<file path="config.mk">
export PLATFORM = sky130hd
export DESIGN_NAME = lifo_preemptive_scheduler
export DESIGN_NICKNAME = d
export VERILOG_FILES = /design/src/sv/lps_pkg.sv /design/src/sv/lifo_preemptive_scheduler.sv /design/src/sv/lps_ram.sv
export SDC_FILE = /design/constraint.sdc
export NUM_CORES = 2
export LEC_CHECK = 0
export BUFFER_PORTS_ARGS = -buffer_cell sky130_fd_sc_hd__buf_4
export CORE_ASPECT_RATIO = 1.1
export CORE_UTILIZATION = 43
export CTS_BUF_LIST = sky130_fd_sc_hd__clkbuf_2 sky130_fd_sc_hd__clkbuf_4 sky130_fd_sc_hd__clkbuf_8
export DETAILED_ROUTE_END_ITERATION = 8
export GPL_ROUTABILITY_DRIVEN = 1
export PLACE_DENSITY = 0.64
export SKIP_CTS_REPAIR_TIMING = 1
export SYNTH_ARGS = -nofsm -noshare
export SYNTH_HDL_FRONTEND = slang
export SYNTH_SLANG_ARGS = --single-unit
</file>
<file path="constraint.sdc">
create_clock -name i_clk -period 16.5 [get_ports i_clk]
set_input_delay 3.3 -clock i_clk [delete_from_list [all_inputs] [get_ports i_clk]]
set_output_delay 3.3 -clock i_clk [all_outputs]
set_load 0.1 [all_outputs]
</file>
<file path="src/sv/lps_pkg.sv">
// shared constants and types for the preemptive lifo tick scheduler
// no dependencies; imported by the scheduler top level
package lps_pkg;

    localparam int STACK_DEPTH = 128;
    localparam int ID_W        = 16;
    localparam int TIME_W      = 16;
    localparam int ENTRY_W     = ID_W + TIME_W;
    localparam int ADDR_W      = $clog2(STACK_DEPTH);
    localparam int CNT_W       = $clog2(STACK_DEPTH + 1);

    typedef logic [ID_W-1:0]   t_id;
    typedef logic [TIME_W-1:0] t_time;
    typedef logic [ADDR_W-1:0] t_addr;
    typedef logic [CNT_W-1:0]  t_count;

    // one stack entry: id in the upper half, remaining service in the lower
    typedef struct packed {
        t_id   id;
        t_time rem;
    } t_entry;

endpackage

</file>
<file path="src/sv/lifo_preemptive_scheduler.sv">
// Preemptive last-come-first-served tick scheduler. Every input word is one
// time tick and yields exactly one result word. An arriving job with nonzero
// service time is pushed on a stack of STACK_DEPTH entries (dropped and
// flagged when full) and the job on top is served for the tick: its id and
// remaining time before the decrement are reported, and it is popped when
// the decremented time reaches zero. An empty stack gives an idle result of zeros.
// Each tick passes S_IDLE, which accepts the word and reads the top entry
// from the stack ram, then S_EXEC, which updates and writes back the entry
// and loads the output register once the output is free. The next word is
// accepted while a result waits to be taken. No clearing pass is needed after reset.
// depends on lps_pkg and lps_ram
module lifo_preemptive_scheduler
    import lps_pkg::*;
(
    input  logic              i_clk,
    input  logic              i_rst_n,
    input  logic              i_in_valid,
    output logic              o_in_stall,
    input  logic              i_action,
    input  logic [ID_W-1:0]   i_arrival_id,
    input  logic [TIME_W-1:0] i_service_time,
    output logic              o_out_valid,
    input  logic              i_out_stall,
    output logic              o_busy_res,
    output logic [ID_W-1:0]   o_running_id,
    output logic [TIME_W-1:0] o_remaining_before,
    output logic              o_job_done,
    output logic              o_arrival_dropped
);

    typedef enum logic {
        S_IDLE,
        S_EXEC
    } t_state;

    t_state r_state, n_state;
    t_count r_count, n_count;
    logic   r_push, n_push;
    logic   r_busy, n_busy;
    logic   r_drop, n_drop;
    t_id    r_id, n_id;
    t_time  r_svc, n_svc;

    logic   r_out_valid, n_out_valid;
    logic   r_out_busy, n_out_busy;
    t_id    r_out_id, n_out_id;
    t_time  r_out_rem, n_out_rem;
    logic   r_out_done, n_out_done;
    logic   r_out_drop, n_out_drop;

    logic   in_accept;
    logic   arrival;
    logic   full;
    logic   out_free;
    logic   ram_we;
    logic   ram_re;
    t_addr  ram_waddr;
    t_addr  ram_raddr;
    t_entry ram_wdata;
    t_entry ram_rdata;
    t_entry top;
    t_time  rem_dec;
    t_count slot;
    logic   done;

    lps_ram #(
        .WIDTH (ENTRY_W),
        .DEPTH (STACK_DEPTH)
    ) u_stack (
        .i_clk   (i_clk),
        .i_we    (ram_we),
        .i_waddr (ram_waddr),
        .i_wdata (ram_wdata),
        .i_re    (ram_re),
        .i_raddr (ram_raddr),
        .o_rdata (ram_rdata)
    );

    assign o_in_stall = (r_state != S_IDLE);
    assign in_accept  = i_in_valid && !o_in_stall;
    assign arrival    = i_action && (i_service_time != '0);
    assign full       = (r_count == t_count'(STACK_DEPTH));
    assign out_free   = !r_out_valid || !i_out_stall;

    // read the current top while the word is accepted, unless it is replaced
    assign ram_re    = in_accept && !(arrival && !full) && (r_count != '0);
    assign ram_raddr = t_addr'(r_count - t_count'(1));

    // top of stack for this tick: the new arrival or the stored entry
    always_comb begin
        if (r_push) begin
            top.id  = r_id;
            top.rem = r_svc;
            slot    = r_count;
        end else begin
            top  = ram_rdata;
            slot = r_count - t_count'(1);
        end
    end

    assign rem_dec   = top.rem - t_time'(1);
    assign done      = r_busy && (rem_dec == '0);
    assign ram_waddr = t_addr'(slot);
    assign ram_wdata = '{id: top.id, rem: rem_dec};
    assign ram_we    = (r_state == S_EXEC) && out_free && r_busy && !done;

    always_comb begin
        n_state     = r_state;
        n_count     = r_count;
        n_push      = r_push;
        n_busy      = r_busy;
        n_drop      = r_drop;
        n_id        = r_id;
        n_svc       = r_svc;
        n_out_valid = r_out_valid && i_out_stall;
        n_out_busy  = r_out_busy;
        n_out_id    = r_out_id;
        n_out_rem   = r_out_rem;
        n_out_done  = r_out_done;
        n_out_drop  = r_out_drop;

        unique case (r_state)
            S_IDLE: begin
                if (in_accept) begin
                    n_push  = arrival && !full;
                    n_drop  = arrival && full;
                    n_busy  = (arrival && !full) || (r_count != '0);
                    n_id    = i_arrival_id;
                    n_svc   = i_service_time;
                    n_state = S_EXEC;
                end
            end
            S_EXEC: begin
                if (out_free) begin
                    n_out_valid = 1'b1;
                    n_out_busy  = r_busy;
                    n_out_id    = r_busy ? top.id : '0;
                    n_out_rem   = r_busy ? top.rem : '0;
                    n_out_done  = done;
                    n_out_drop  = r_drop;
                    // a push that finishes at once leaves the count alone
                    if (r_push && !done) begin
                        n_count = r_count + t_count'(1);
                    end else if (!r_push && done) begin
                        n_count = r_count - t_count'(1);
                    end
                    n_state = S_IDLE;
                end
            end
            default: begin
                n_state = S_IDLE;
            end
        endcase
    end

    always_ff @(posedge i_clk) begin
        if (!i_rst_n) begin
            r_state     <= S_IDLE;
            r_count     <= '0;
            r_out_valid <= 1'b0;
        end else begin
            r_state     <= n_state;
            r_count     <= n_count;
            r_out_valid <= n_out_valid;
        end
        r_push     <= n_push;
        r_busy     <= n_busy;
        r_drop     <= n_drop;
        r_id       <= n_id;
        r_svc      <= n_svc;
        r_out_busy <= n_out_busy;
        r_out_id   <= n_out_id;
        r_out_rem  <= n_out_rem;
        r_out_done <= n_out_done;
        r_out_drop <= n_out_drop;
    end

    assign o_out_valid        = r_out_valid;
    assign o_busy_res         = r_out_busy;
    assign o_running_id       = r_out_id;
    assign o_remaining_before = r_out_rem;
    assign o_job_done         = r_out_done;
    assign o_arrival_dropped  = r_out_drop;

`ifndef SYNTHESIS
    a_count_bound: assert property (@(posedge i_clk) disable iff (!i_rst_n)
        r_count <= t_count'(STACK_DEPTH))
        else $error("stack count beyond depth");

    a_accept_exec: assert property (@(posedge i_clk) disable iff (!i_rst_n)
        in_accept |=> (r_state == S_EXEC))
        else $error("accepted word did not start execution");

    a_done_busy: assert property (@(posedge i_clk) disable iff (!i_rst_n)
        o_out_valid && o_job_done |-> o_busy_res)
        else $error("job done on an idle tick");

    a_drop_busy: assert property (@(posedge i_clk) disable iff (!i_rst_n)
        o_out_valid && o_arrival_dropped |-> o_busy_res)
        else $error("dropped arrival with no job running");

    a_idle_zero: assert property (@(posedge i_clk) disable iff (!i_rst_n)
        o_out_valid && !o_busy_res |-> (o_running_id == '0) && (o_remaining_before == '0))
        else $error("idle result carries nonzero fields");
`endif

endmodule

</file>
<file path="src/sv/lps_ram.sv">
// generic single-write, single-read ram with registered read data
// no dependencies; used as the job stack store
module lps_ram #(
    parameter int WIDTH = 32,
    parameter int DEPTH = 128
) (
    input  logic                     i_clk,
    input  logic                     i_we,
    input  logic [$clog2(DEPTH)-1:0] i_waddr,
    input  logic [WIDTH-1:0]         i_wdata,
    input  logic                     i_re,
    input  logic [$clog2(DEPTH)-1:0] i_raddr,
    output logic [WIDTH-1:0]         o_rdata
);

    logic [WIDTH-1:0] r_mem [DEPTH];
    logic [WIDTH-1:0] r_rdata;

    always_ff @(posedge i_clk) begin
        if (i_we) begin
            r_mem[i_waddr] <= i_wdata;
        end
        if (i_re) begin
            r_rdata <= r_mem[i_raddr];
        end
    end

    assign o_rdata = r_rdata;

endmodule
</file>
Yosys cells after proc, flatten, opt, wreduce, memory -nomap -nowiden
Memories as Yosys holds them, arrays and structs flattened. A register that Yosys moved wholly into a read port is not among the register bits.
Index checks and enable logic that the tools add are counted.
{ "word_totals": {"reg_bits": 80, "latchBits": 0, "ramBits": 4096, "romBits": 0, "inputBits": 37, "output_inout_bits": 37, "wordCells": 59, "n_memories": 1} }
{ "op_classes": {"addsub": 3, "multipliers": 0, "div_mod_pow": 0, "n_lt_le_gt_ge": 0, "n_eq_ne": 1, "shift": 0, "n_mux": 11, "n_bitwise": 1, "reduce_logical": 29} }
{ "memory_table": {"columns": ["name", "depth", "width", "rd", "rd_ports_with_merged_regs", "wr", "line_no", "source"], "rows": [
  ["u_stack.r_mem", 128, 32, 1, 1, 1, "lps_ram.sv:16", "logic [WIDTH-1:0] r_mem [DEPTH];"]
]} }
{ "op_table": {"columns": ["op", "count"], "rows": [
  ["$mux W32", 1],
  ["$logic_not A16 Y1", 1],
  ["$mux W8", 2],
  ["$reduce_bool A16 Y1", 1],
  ["$sub A16 B1 Y16 const B", 1],
  ["$logic_and A1 B1 Y1", 13],
  ["$add A8 B1 Y8 const B", 1],
  ["$eq A8 B8 Y1 const B", 1],
  ["$reduce_bool A8 Y1", 1],
  ["$sub A8 B1 Y8 const B", 1],
  ["$logic_not A1 Y1", 7],
  ["$mux W7", 1],
  ["$mux W1", 6],
  ["$reduce_and A2 Y1", 2],
  ["$reduce_and A3 Y1", 1],
  ["$logic_or A1 B1 Y1", 2],
  ["$pmux W1 S2", 1],
  ["$reduce_bool A2 Y1", 1],
  ["$not A1 Y1", 1]
]} }

Longest topological paths before layout
{ "logic_depth": {"word_depth": 8, "ltp_mapped": 23, "mapped_depth_nobuf": 16} }

Modules after synthesis
From an unflattened synthesis, not the netlist that was laid out.
{ "hier_totals": {"cells_unflattened": 6321, "hier_area_um2": 160687.9} }
{ "modules_own_cells": {"columns": ["module", "n_inst", "cells_each", "area_each_um2", "seq_area_each_um2"], "rows": [
  ["lps_ram", 1, 5990, 156596.4, 123958.9],
  ["lifo_preemptive_scheduler", 1, 331, 4091.4, 2302.2]
]} }

Worst setup path before layout
No wires, ideal clock.
{ "synth_path": {"kind": "register to register", "startpoint": "register r_push", "endpoint": "memory u_stack.r_mem[100][0] (enable)", "setup_ns": 0.461, "t_arrival_ns": 13.408, "required_time_ns": 16.039, "slack_ns": 2.631, "path_stages_with_launch": 16, "n_path_buf": 8, "period_less_slack_ns": 13.869, "cell_sequence": "edfxtp_1 -> buf_2 -> buf_2 -> buf_2 -> clkbuf_1 -> clkbuf_1 -> buf_1 -> mux2i_1 -> ha_1 -> nand3_1 -> xor2_1 -> or4_1 -> nor4_2 -> buf_4 -> buf_6 -> nor3_1"} }
{ "synth_between": {"elab_chain_cells": 8, "elab_cells_between_ends": 9, "cone_classes": "1 x add/sub; 4 x mux; 4 x reduce/logical"} }
{ "synth_lines": {"columns": ["element", "line_no", "source"], "rows": [
  ["start: declaration", "lifo_preemptive_scheduler.sv:38", "logic r_push, n_push;"],
  ["start signal: assignment", "lifo_preemptive_scheduler.sv:166", "r_push <= n_push;"],
  ["$mux W32", "lifo_preemptive_scheduler.sv:91", "if (r_push) begin"],
  ["$sub A16 B1 Y16", "lifo_preemptive_scheduler.sv:101", "assign rem_dec = top.rem - t_time'(1);"],
  ["net rem_dec[0]", "lifo_preemptive_scheduler.sv:62", "t_time rem_dec;"],
  ["$logic_not A16 Y1", "lifo_preemptive_scheduler.sv:102", "assign done = r_busy && (rem_dec == '0);"],
  ["$logic_and A1 B1 Y1", "lifo_preemptive_scheduler.sv:102", null],
  ["$logic_not A1 Y1", "lifo_preemptive_scheduler.sv:105", "assign ram_we = (r_state == S_EXEC) && out_free && r_busy && !done;"],
  ["$logic_and A1 B1 Y1", "lifo_preemptive_scheduler.sv:105", null],
  ["$mux W1", "lps_ram.sv:20", "if (i_we) begin"],
  ["$mux W1 (implied by the code)", "lps_ram.sv:21", "r_mem[i_waddr] <= i_wdata;"],
  ["end: declaration", "lps_ram.sv:16", null]
]} }
The timed path passes the listed nets, and every way through them passes these cells.

Final worst setup path
{ "layout_path": {"startpoint": "register r_push", "endpoint": "register r_count[5]"} }
{ "layout_between": {"elab_chain_cells": 8, "elab_cells_between_ends": 11, "cone_classes": "1 x add/sub; 2 x mux; 8 x reduce/logical"} }
{ "layout_lines": {"columns": ["element", "line_no", "source"], "rows": [
  ["$mux W32 *", "lifo_preemptive_scheduler.sv:91", null],
  ["$sub A16 B1 Y16 *", "lifo_preemptive_scheduler.sv:101", null],
  ["net rem_dec[0]", "lifo_preemptive_scheduler.sv:62", null],
  ["$logic_not A16 Y1 *", "lifo_preemptive_scheduler.sv:102", null],
  ["$logic_and A1 B1 Y1 *", "lifo_preemptive_scheduler.sv:102", null],
  ["$logic_not A1 Y1", "lifo_preemptive_scheduler.sv:142", "if (r_push && !done) begin"],
  ["$logic_and A1 B1 Y1", "lifo_preemptive_scheduler.sv:142", null],
  ["$reduce_bool A2 Y1 (no line)", null, null],
  ["$reduce_and A3 Y1 (no line)", null, null],
  ["end signal: assignment", "lifo_preemptive_scheduler.sv:163", "r_count <= n_count;"],
  ["end: declaration", "lifo_preemptive_scheduler.sv:37", "t_count r_count, n_count;"]
]} }
The timed path passes the listed nets; every way through them passes the cells marked *.
A chain may end at the register's enable or synchronous reset.

==> flow_metrics.py <==
metrics = {
    "place": {
        "routabilityCongestion": 0.904,
        "numPortBuffers": 73,
        "pre_cts_slack_ns": 8.26,
        "dp_cells": 12404,
        "hpwlAfterDp_um": 255000,
    },
    "sta": {
        "worstMarginPinSlew_ns": 1.28,
        "fin_ws_ns": 8.11,
        "min_period_ns": 8.39,
        "max_freq_mhz": 119,
        "grt_setup_unrepaired": "false",
        "fin_tns_setup_ns": 0,
        "holdWs_ns": 0.613,
        "finalHoldViolCount": 0,
        "skew_ns": 0.0822,
        "layout_worst_path_cycle_share_pct": 50.8,
        "setup_viol_count_final": 0,
        "slew_headroom_pct": 14.4,
        "slew_viol_final": 0,
    },
    "cells_and_area": {
        "finalNonFillerCells": 13561,
        "ff_latch_area_sq_um": 126000,
        "multi_input_area_sq_um": 34500,
        "fin_nets": 8104,
        "n_fill_cell": 29707,
        "final_cell_mix": "4198 x edfxtp_1, 1024 x mux4_2, 818 x nand2_1, 644 x clkbuf_8, 347 x buf_4",
        "drive_above_1_share_pct": 29.7,
        "layout.cells.most_common": "edfxtp_1",
        "syn2layout_area_growth_pct": 12.9,
    },
    "detailed_routing": {
        "dr.pass1.iters": 8,
        "drc": 0,
        "via_per_inst": 6.01,
        "routedWlPerCell_um": 33.0,
        "routed_wl_um": 447000,
        "vias": 81469,
        "drtIter0Drc": 11104,
        "final_antenna_net_count": 0,
    },
    "floorplanning": {
        "start_util_pct": 43.3,
        "pin_count": 74,
        "die_x_um": 586,
        "die_h_um": 645,
        "core_area_sq_um": 373000,
        "rows": 235,
        "die-area_sq_um": 378000,
    },
    "setup_path": {
        "cp_cell_sequence": "buf_4 > mux2i_4 > ha_1 > o221ai_1 > nor2_1 > xnor2_2 > buf_4 > or4_1 > nor4_4 > buf_4 > buf_12 > inv_1 > ha_1 > nor2b_1 > o21ai_0 > xnor2_1 > and2_1",
        "critPathCaptureType": "flip-flop",
        "path_max_fanout": 90,
        "r2r_start": "r_push$_DFFE_PP_",
        "cp.arrival_ns": 9.51,
        "startpoint": "r_push$_DFFE_PP_",
        "path_common_cell": "buf_4",
        "worst_path_max_delay_cell": "mux2i_4",
        "critical_path_class": "flip-flop to flip-flop",
        "worstSetupStartpointType": "flip-flop",
        "cp_data_required_time_ns": 17.62,
        "slowest_delay_ns": 0.86,
    },
    "cts": {
        "htree_levels": 6,
        "max-clock-path-buffers": 4,
        "path_clk_slew_ns": 0.07,
        "cts.sinks": 4208,
        "cts_buffers": 632,
        "cts-root-buf": "clkbuf_8",
        "cts_tree": "done",
        "clkLatencyLatePin_ns": 1.22,
    },
    "synth": {
        "synthCells": 7491,
        "yosysWarnings": 0,
        "yosysUniqueCellTypes": 52,
        "yosysSeqAreaShare_pct": 78.2,
        "synth_edf_count": 4198,
        "ys_async_sr_fraction_pct": 0,
        "synth_nets": 7534,
        "netlist_area_sq_um": 161000,
        "ys_ff_latch": 4208,
        "synth_ff_type": "edfxtp_1",
        "syn_avg_cell_area_sq_um": 21.6,
    },
    "global_route": {
        "grt_pass1_wl_um": 623000,
        "overflow": 0,
        "gr-usage-met3_pct": 5.03,
        "track_usage_pct": 23.4,
        "use_met1_pct": 31.2,
        "busiest_layer": "met2",
        "met2_usage_pct": 36.7,
        "grt_pass1_vias": 81371,
        "antenna_found_initial": 34,
        "grt_max_degree": 122,
    },
    "power_and_ir_drop": {
        "power.total_uw": 23400,
        "ir_drop_mv": 0.0774,
        "p_leak_uw": 0.0565,
        "power.density_nw_per_um2": 128,
    },
    "min_path": {
        "hp-class": "flip-flop to flip-flop",
        "min-delay-start": "o_in_stall$_SDFF_PN0_",
    },
    "outcome": {
        "status": "completed",
    },
    "run": {
        "drv_cap": 0,
    },
}
## worst paths after layout
kind | slack, ns | depth (start not counted) | to
min | 0.61 | 2 | o_out_valid$_SDFF_PN0_
min reg2reg | 0.61 | 2 | o_out_valid$_SDFF_PN0_
max reg2reg | 8.11 | 17 | r_count[5]$_SDFFE_PN0P_
max | 8.11 | 17 | r_count[5]$_SDFFE_PN0P_
## flip-flops by register name, summed over array words and instances, names as in the netlist, 8 cells and up
name and flops:
o_running_id 16, r_svc 16, u_stack.o_rdata 32, r_id 16, u_stack.r_mem 4096, o_remaining_before 16
r_count 8
## synth_stat cells, types with 2 or more instances
cell type	number	area [sq um]
and3_1	32	200
buf_1	122	458
o2111ai_1	32	280
nor2_1	30	113
nand2_1	821	3080
mux4_2	1024	23100
nand3b_1	2	15.0
a31oi_1	37	231
o21ai_0	42	210
buf_6	10	113
nand2b_1	2	12.5
mux2i_1	179	1790
o41ai_1	2	17.5
inv_1	6	22.5
a32oi_1	128	1120
xnor2_1	21	184
edfxtp_1	4198	126000
clkbuf_1	279	1050
o31ai_1	4	30.0
and2_1	23	144
nand3_1	136	681
or4_1	4	30.0
a32o_1	32	320
xor2_1	13	114
dfxtp_1	10	200
o211ai_1	32	240
nand4_1	3	18.8
nor3b_1	8	60.1
or4b_1	2	20.0
buf_2	11	55.1
nor3_1	140	701
a22oi_1	3	22.5
a21oi_1	5	25.0
mux2_2	17	191
nor2b_1	21	131
ha_1	6	75.1
nor4_1	5	31.3
or3_1	35	219
## cell type report
cell class	instances	share of cell area, %
Sequential cell	4208	69.3
Tap cell	4977	3.42
Clock buffer	837	5.66
Antenna cell	16	0.0220
Timing Repair Buffer	359	1.56
Clock inverter	304	1.14
Inverter	7	0.0172
Multi-Input combinational cell	2853	18.9
## cells by family (layout without fill, tap and decap cells)
logic type,after synthesis,in the layout,share of synthesized area (%)
DFF,4208,4208,78.2
and+or+nand+nor,1271,1271,3.42
muxes,1220,1220,15.5
buffers and inverters,430,1507,1.06
AOI/OAI and AO/OA,322,322,1.57
xor gates and xnor gates,34,34,0.184
adders and majority gates,6,6,0.0465
other,0,16,0
## report_power, final
part / leakage (uW) / internal [uW] / switching (uW)
logic: 0.0121 / 752 / 2100
registers: 0.0378 / 12000 / 31.8
clock network: 0.00654 / 4350 / 4070
total: 0.0565 / 17100 / 6200
## worst max-delay path: cells and delay by family, from the launching register on
family,cells,cell delay (ns)
buffers and inverters,5,2.40
AO/OA/AOI/OAI,2,0.53
flip-flops,1,0.74
multiplexers,1,0.86
adder cells (fa/ha/maj),2,0.73
AND/OR/NAND/NOR,5,2.48
XOR/XNOR,2,0.31
## through the flow
stage / util [%] / cell area [sq um]
2_1_floorplan: - / 161000
6_report: 48.9 / 182000
5_1_grt: 48.8 / 182000
4_1_cts: 48.8 / 182000
3_3_place_gp: 45.5 / 170000
3_5_place_dp: 45.5 / 170000
## routing by layer
| layer | part of all wire, % | vias up |
|---|---|---|
| met5 | 0.0072 | - |
| met3 | 9.8 | 875 |
| met2 | 47 | 4685 |
| li1 | - | 32511 |
| met1 | 37 | 43394 |
| met4 | 5.4 | 4 |
Note: power is estimated with default switching activity, not from simulation.
